==> src/cht_pkg.sv <==
// shared types and constants of the chained hash table
// no dependencies
package cht_pkg;

   localparam logic [30:0] HASH_PRIME = 31'h7FFF_FFFF;

   localparam logic [1:0] OP_INSERT   = 2'd0;
   localparam logic [1:0] OP_DELETE   = 2'd1;
   localparam logic [1:0] OP_SEARCH   = 2'd2;
   // operation three acts as a search
   localparam logic [1:0] OP_RESERVED = 2'd3;

   localparam logic [1:0] REG_HASH_MULT    = 2'd0;
   localparam logic [1:0] REG_HASH_ADD     = 2'd1;
   localparam logic [1:0] REG_BUCKET_COUNT = 2'd2;

   localparam int CSR_ADDR_W = 4;

   typedef struct packed {
      logic [1:0]  operation;
      logic [30:0] key;
   } req_type;

   typedef struct packed {
      logic [3:0] position;
      logic       found;
      logic       chain_full;
      logic [5:0] bucket;
   } rsp_type;

   typedef enum logic [2:0] {
      HS_IDLE,
      HS_MUL,
      HS_ADD,
      HS_FOLD1,
      HS_FOLD2,
      HS_SUB,
      HS_DIV,
      HS_DONE
   } hash_state_type;

   typedef enum logic [3:0] {
      ST_CLEAR,
      ST_IDLE,
      ST_HASH,
      ST_FILL_RD,
      ST_FILL_GET,
      ST_WALK,
      ST_CMP,
      ST_SHIFT,
      ST_SHIFT_WR,
      ST_RESP
   } ctrl_state_type;

endpackage

==> src/cht_hash.sv <==
// iterative bucket hash: multiply, add, reduce mod 2^31-1, then bit-serial mod bucket count
// depends on cht_pkg
module cht_hash #(
   parameter int MAX_BUCKETS = 64
) (
   input  logic                                    clock,
   input  logic                                    reset,
   input  logic                                    start,
   input  logic [30:0]                             key,
   input  logic [30:0]                             mult,
   input  logic [30:0]                             add,
   input  logic [$clog2(MAX_BUCKETS+1)-1:0]        nbuck,
   output logic                                    done,
   output logic [((MAX_BUCKETS > 1) ? $clog2(MAX_BUCKETS) : 1)-1:0] bucket
);

   localparam int NW = $clog2(MAX_BUCKETS + 1);
   localparam int BW = (MAX_BUCKETS > 1) ? $clog2(MAX_BUCKETS) : 1;

   cht_pkg::hash_state_type state_ff, state_in;
   logic [62:0]   acc_ff, acc_in;
   logic [NW-1:0] rem_ff, rem_in;
   logic [4:0]    cnt_ff, cnt_in;
   logic [NW:0]   trial;

   always_ff @(posedge clock) begin
      if (reset) begin
         state_ff <= cht_pkg::HS_IDLE;
      end else begin
         state_ff <= state_in;
      end
      acc_ff <= acc_in;
      rem_ff <= rem_in;
      cnt_ff <= cnt_in;
   end

   always_comb begin
      state_in = state_ff;
      acc_in   = acc_ff;
      rem_in   = rem_ff;
      cnt_in   = cnt_ff;
      trial    = {rem_ff, acc_ff[30]};
      case (state_ff)
         cht_pkg::HS_IDLE: begin
            if (start) begin
               state_in = cht_pkg::HS_MUL;
            end
         end
         cht_pkg::HS_MUL: begin
            acc_in   = {1'b0, 62'(mult) * 62'(key)};
            state_in = cht_pkg::HS_ADD;
         end
         cht_pkg::HS_ADD: begin
            acc_in   = acc_ff + 63'(add);
            state_in = cht_pkg::HS_FOLD1;
         end
         cht_pkg::HS_FOLD1: begin
            // 2^31 is 1 mod the prime, so high part folds onto low part
            acc_in   = 63'(33'(acc_ff[62:31]) + 33'(acc_ff[30:0]));
            state_in = cht_pkg::HS_FOLD2;
         end
         cht_pkg::HS_FOLD2: begin
            acc_in   = 63'(32'(acc_ff[32:31]) + 32'(acc_ff[30:0]));
            state_in = cht_pkg::HS_SUB;
         end
         cht_pkg::HS_SUB: begin
            if (acc_ff[31:0] >= 32'(cht_pkg::HASH_PRIME)) begin
               acc_in = acc_ff - 63'(cht_pkg::HASH_PRIME);
            end
            rem_in   = '0;
            cnt_in   = '0;
            state_in = cht_pkg::HS_DIV;
         end
         cht_pkg::HS_DIV: begin
            // restoring division, one quotient bit per cycle
            if (trial >= (NW+1)'(nbuck)) begin
               rem_in = NW'(trial - (NW+1)'(nbuck));
            end else begin
               rem_in = trial[NW-1:0];
            end
            acc_in = {acc_ff[61:0], 1'b0};
            cnt_in = cnt_ff + 5'd1;
            if (cnt_ff == 5'd30) begin
               state_in = cht_pkg::HS_DONE;
            end
         end
         cht_pkg::HS_DONE: begin
            state_in = cht_pkg::HS_IDLE;
         end
         default: begin
            state_in = cht_pkg::HS_IDLE;
         end
      endcase
   end

   assign done   = (state_ff == cht_pkg::HS_DONE);
   assign bucket = rem_ff[BW-1:0];

endmodule

==> config.mk <==
export PLATFORM = sky130hd
export DESIGN_NAME = cht_hash
export DESIGN_NICKNAME = d
export VERILOG_FILES = /design/src/cht_pkg.sv /design/src/cht_hash.sv
export SDC_FILE = /design/constraint.sdc
export NUM_CORES = 2
export LEC_CHECK = 0
export ABC_AREA = 1
export BUFFER_PORTS_ARGS = -buffer_cell sky130_fd_sc_hd__buf_2
export CAP_MARGIN = 20
export CORE_ASPECT_RATIO = 0.75
export CORE_MARGIN = 2
export CORE_UTILIZATION = 40
export DETAILED_ROUTE_END_ITERATION = 8
export HOLD_SLACK_MARGIN = 0.05
export PLACE_DENSITY = 0.54
export SLEW_MARGIN = 25
export SYNTH_ARGS = -nofsm -noshare
export SYNTH_HDL_FRONTEND = slang
export SYNTH_SLANG_ARGS = --single-unit
==> constraint.sdc <==
create_clock -name clock -period 12.2 [get_ports clock]
set_clock_uncertainty 0.1 [all_clocks]
set_input_delay 1.22 -clock clock [delete_from_list [all_inputs] [get_ports clock]]
set_output_delay 1.22 -clock clock [all_outputs]
set_load 0.01 [all_outputs]
======== After elaboration in Yosys (flattened, before gate mapping) ========
Cells that the tools add are included.
W data, S select, Z words.
word-level totals
  bits in registers ....................... 78
  word-level logic and storage cells ...... 37
  input bits .............................. 103
cells by class
  $lt $le $gt $ge ......................... 2
  reductions and logical operators ........ 5
  equal/unequal tests ..................... 11
  multipliers ............................. 1
  add/subtract/negate cells ............... 6
  multiplexer cells ....................... 8
operators by type and width
  cell                      count
  $pmux W63 S6              1
  $add A63 B31 Y63          1
  $mux W63                  1
  $sub A63 B31 Y63 const B  1
  $mul A31 B31 Y62          1
  $add A32 B31 Y33          1
  $add A2 B31 Y32           1
  $ge A32 B31 Y1 const B    1
  $pmux W3 S8               1
  $pmux W7 S2               1
  $eq A3 B3 Y1 const B      4
  $pmux W5 S2               1
  $ge A8 B7 Y1              1
  $mux W7                   1
  $sub A7 B7 Y7             1
  $eq A3 B2 Y1 const B      2
  $mux W3                   2
  $ne A2 B2 Y1 const B      3
  $reduce_bool A6 Y1        1
  $add A5 B1 Y5 const B     1
  $eq A5 B5 Y1 const B      1
  $reduce_and A2 Y1         2
  $eq A3 B1 Y1 const B      1
  $logic_not A3 Y1          1
  $reduce_bool A2 Y1        1

======== Logic depth before layout (Yosys ltp) ========
  depth in word-level cells ............... 3
  depth in mapped cells ................... 32

======== Worst setup path before layout ========
OpenSTA, ideal clock, no wires.
  path kind ............................... input -> register
  from .................................... input port key[4]
  to ...................................... register acc_ff[55] (data pin)
  setup time .............................. 0.260 ns
  data arrival time ....................... 6.954 ns
  slack ................................... 4.887 ns
  cell stages on the path ................. 26
  path through ............................ clkbuf_1 > nand2_1 > fa_1 > inv_1 > fa_1 > fa_1 > inv_1 > fa_1 > inv_1 > fa_1 > fa_1 > fa_1 > inv_1 > fa_1 > inv_1 > ha_1 > nand2_1 > nor2_1 > nand2_1 > nor2_1 > and2_1 > nand2_1 > nand2_1 > nand2_1 > nand3_1 > nand3_1
between the ends
  longest elaborated chain between the ends .. 2
ends and longest elaborated chain
  element               line            RTL
  start, declared       cht_hash.sv:9   input logic [30:0] key,
  $mul A31 B31 Y62      cht_hash.sv:50  acc_in = {1'b0, 62'(mult) * 62'(key)};
  $pmux W63 S6          cht_hash.sv:43  case (state_ff)
  via acc_in[55]        cht_hash.sv:21  logic [62:0] acc_ff, acc_in;
  end signal, assigned  cht_hash.sv:32  acc_ff <= acc_in;
  end, declared         cht_hash.sv:21
The timed path passes the listed nets, and every way through them passes these cells.
A chain may end at the register's enable or synchronous reset.

======== Worst setup path in the final report ========
  from .................................... input port mult[19]
  to ...................................... register acc_ff[37] (data pin)
between the ends
  longest elaborated chain between the ends .. 2
ends and longest elaborated chain
  element           line            RTL
  start, declared   cht_hash.sv:10  input logic [30:0] mult,
  $mul A31 B31 Y62  cht_hash.sv:50
  $pmux W63 S6      cht_hash.sv:43
  via acc_in[37]    cht_hash.sv:21
The timed path passes the listed nets, and every way through them passes these cells.

==> Implementation_results.wiki <==
{| class="wikitable"
! Metric !! Value
|-
| # resized after CTS || 0
|-
| Die footprint || 120,000 µm²
|-
| Number of buffers added to fix hold violations after cts || 0
|-
| Cts bufs inserted || 9
|-
| Gate family responsible for the most delay along the worst path || adder cells
|-
| Hold path startpoint || state_ff[0]$_SDFFE_PP0P_
|-
| Endpoint class of the critical path || flop
|-
| Hold depth || 1
|-
| Peak fanout along the critical path || 31
|-
| Count of TritonRoute iterations in the first routing pass || 6
|-
| Net total in the final layout || 8,265
|-
| Starting Density || 0.405
|-
| Post-synthesis cell type with the largest combined area || fa_1
|-
| Fraction of synthesis flops using an asynchronous set or reset pin || 0
|-
| Horizontal die dimension || about 400 µm
|-
| Commonest cells in the synthesized netlist || nand2_1 (2,337), inv_1 (1,941), fa_1 (840), nor2_1 (374), ha_1 (359)
|-
| WP data required || 12,230 ps
|-
| Area growth from synthesis to layout || 4.31%
|-
| Highest clock rate || 0.106 GHz
|-
| Period utilization || 0.774
|-
| Maximum buffer depth of the clock tree || 2
|-
| Leading post-synthesis cells by cell area || fa_1 (36%), nand2_1 (19%), inv_1 (15%)
|-
| Depth of the worst register-to-register path || 19
|-
| Result of the run || finished, final reports clean
|-
| Pin count of the biggest net entering global routing || 60
|-
| Gate count after technology mapping || 7,053
|-
| Most repeated cell in the gate-level netlist after synthesis || nand2_1
|-
| Number of filler cells placed in the layout || 12,534
|-
| Drt via density || 5.10
|-
| Commonest register cell after synthesis || edfxtp_1
|-
| Sequential fraction of the synthesis area || 0.0492
|-
| Post-Synthesis Mean Instance Area || 6.67 µm²
|-
| Synthesized area || approximately 47,000 µm²
|-
| Worst-case headroom to the max-slew limit || 0.238
|-
| Average detailed-routed wire length per instance || between 20 and 25 µm
|-
| Via count of the first global-routing pass || 42,888
|-
| Setup Crit Path Kind || in2reg
|-
| Unrepaired setup endpoints after global routing || false
|-
| Count of maximum capacitance violations || 0
|-
| Initial DRC Count || 4,686
|-
| Sum Neg Setup Slack || 0 ps
|-
| Cell with the most instances on the worst path || fa_1
|-
| Remaining antenna violation count after routing || 0
|-
| Critical Path AT || 9470 ps
|-
| Count of port buffers added during placement || about 110
|-
| Worst Hold Class || reg2reg
|-
| Minimum setup slack after placement || 2750 ps
|-
| Minimum period implied by the final worst setup slack || 9440 ps
|-
| Clock slew at reported path FFs || 70 ps
|-
| GRT Total Usage || 0.301
|-
| Startpoint Class || input pin
|-
| GP Congestion || roughly 1.0
|-
| Worst skew pair latency || just over 400 ps
|-
| Total grt overflow || 0
|-
| Count of pins on the block boundary || 110
|-
| Total non-filler cell area in the finished layout || 49,100 µm²
|-
| Total setup buffers inserted after CTS || 0
|-
| Routed wire length || 176 mm
|-
| Number of nets produced by synthesis || 8,355
|-
| Floorplan core area || 116,000 µm²
|-
| Count of final max-slew check failures || 0
|-
| Hold_ws || 515 ps
|-
| CP cell instances || buf_2, nand2_1, inv_1, fa_1, fa_1, inv_1, fa_1, fa_1, inv_1, fa_1, fa_1, fa_1, fa_1, ha_1, nand2_1, nor2_1, nand2_1, nor2_1, o21ai_0, nand4_1, nand2_1, nand2_1, nand3_1
|-
| Height of the die || 301 µm
|-
| DR DRC count || 0
|-
| Number of buffers and inverters on the critical path || 4
|-
| Crit path largest cell delay || 740 ps
|-
| Actual transition at the worst max-transition pin || 1130 ps
|-
| Antenna violations before repair || 3
|-
| Slack of the critical path || approximately 2800 ps
|-
| Worst setup slack for register-to-register paths || 7710 ps
|-
| Reg2Reg Launch Point || state_ff[1]$_SDFFE_PP0P_
|-
| Via Count || 43,356
|-
| CTS sink count || 78
|-
| Reg-to-reg endpoint || acc_ff[50]$_DFFE_PP_
|-
| Fraction of layout cells with a size suffix above 1 || 0.0251
|-
| Post-DP HPWL || 143 mm
|-
| Area after detailed placement || roughly 49,000 µm²
|-
| CTS tree || done
|-
| Global-route wire length before repair || 270 mm
|-
| Endpoint with the worst hold slack || state_ff[0]$_SDFFE_PP0P_
|-
| Final setup violating endpoints || 0
|-
| # rows || 108
|-
| Number of flops mapped to enable cells by yosys || 75
|-
| Cell variety after synth || 51
|-
| Area share of the largest cell type after synthesis || 0.357
|-
| Hold Fails Final Rpt || 0
|-
| H-tree levels || 3
|-
| Critical-path cell with the highest stage delay || buf_2
|-
| Total of flip-flops plus latches after synthesis || 78
|-
| Number of warnings issued by yosys || 0
|-
| Cell at the root of the clock tree || clkbuf_16
|}
## logic make-up after synthesis
group	synth area share
and+or+nand+nor	0.274
buffers and inverters	0.174
adders and majority gates	0.453
AOI/OAI and AO/OA	0.0407
DFF	0.0492
xor gates and xnor gates	0.00912
## routing by layer
layer  wire (µm)  GRT usage  vias to the layer above
met5           0          0                        -
met4        2750     0.0446                        0
met3       19000     0.0729                      154
met2       69700      0.423                     1791
met1       84900      0.468                    21134
li1            -          -                    20277
## cell type report
type                       count  area, µm²  share of cell area
multi-input combinational   4805      36600               0.745
sequential                    78       2310              0.0471
antenna                        1       2.50           0.0000510
inverter                    1946       7300               0.149
clock inverter                 6       71.3             0.00145
tap                         1540       1930              0.0393
clock buffer                  10        229             0.00467
timing repair buffer         123        653              0.0133
## how the worst max path moves through the flow
stage	start	to	slack, ps	cells past startpoint
2_1_floorplan	key[4]	acc_ff[55]$_DFFE_PP_	4890	26
3_3_place_gp	key[11]	acc_ff[37]$_DFFE_PP_	2740	23
3_5_place_dp	key[11]	acc_ff[37]$_DFFE_PP_	2750	23
4_1_cts	key[11]	acc_ff[37]$_DFFE_PP_	3150	23
5_1_grt	key[8]	acc_ff[37]$_DFFE_PP_	2820	23
6_report	mult[19]	acc_ff[37]$_DFFE_PP_	2760	23
## cells in the final DEF, fill, tap and decap left out, types with 4 or more instances in the layout
cell type	Yosys	layout
nor2_2	3	4
and2_1	10	10
nand4_1	59	59
or2_2	19	19
inv_2	5	5
xnor2_1	15	15
nor4_1	8	8
xor2_1	34	34
a21oi_1	192	192
nand3b_1	38	38
nand3_1	299	299
buf_2	9	108
nor2_1	374	373
o21ai_0	106	106
nor3_1	41	41
o21a_1	6	6
inv_1	1941	1941
fa_1	840	840
buf_4	6	15
nand2_1	2337	2336
clkbuf_16	0	9
o22ai_1	7	7
o2111ai_1	4	4
o21bai_1	17	17
edfxtp_1	75	75
o21ai_1	8	8
ha_1	359	359
## worst reg2reg max path, stage by stage (launching register included)
cell      delay [ps]
dfxtp_1          360
inv_1            100
nand3_1           80
buf_4            440
inv_1            520
nor2_1           340
inv_1            100
fa_1             390
inv_1            100
nand3_1          110
nor2_1           190
nand2_1           80
nand3_1          300
nand2_1          180
nand2_1          290
nand2_1          170
nand3b_1         120
nand2_1           50
nand3_1          130
nand3_1          100
## per-stage QoR
| step | util | cells |
|---|---|---|
| after detailed placement | 0.420 | 8492 |
| after global placement | 0.420 | 8492 |
| after global routing | 0.422 | 8508 |
| after floorplan | - | 7053 |
| after CTS | 0.422 | 8508 |
| final | 0.422 | 8509 |
## registers in the layout, indices dropped and copies added (netlist names)
register,cells
cnt_ff,5
rem_ff,7
acc_ff,63
state_ff,3
Power is left out: the tool's default activity adds up to more than one toggle a clock period on the data nets, which glitch-free logic cannot reach.
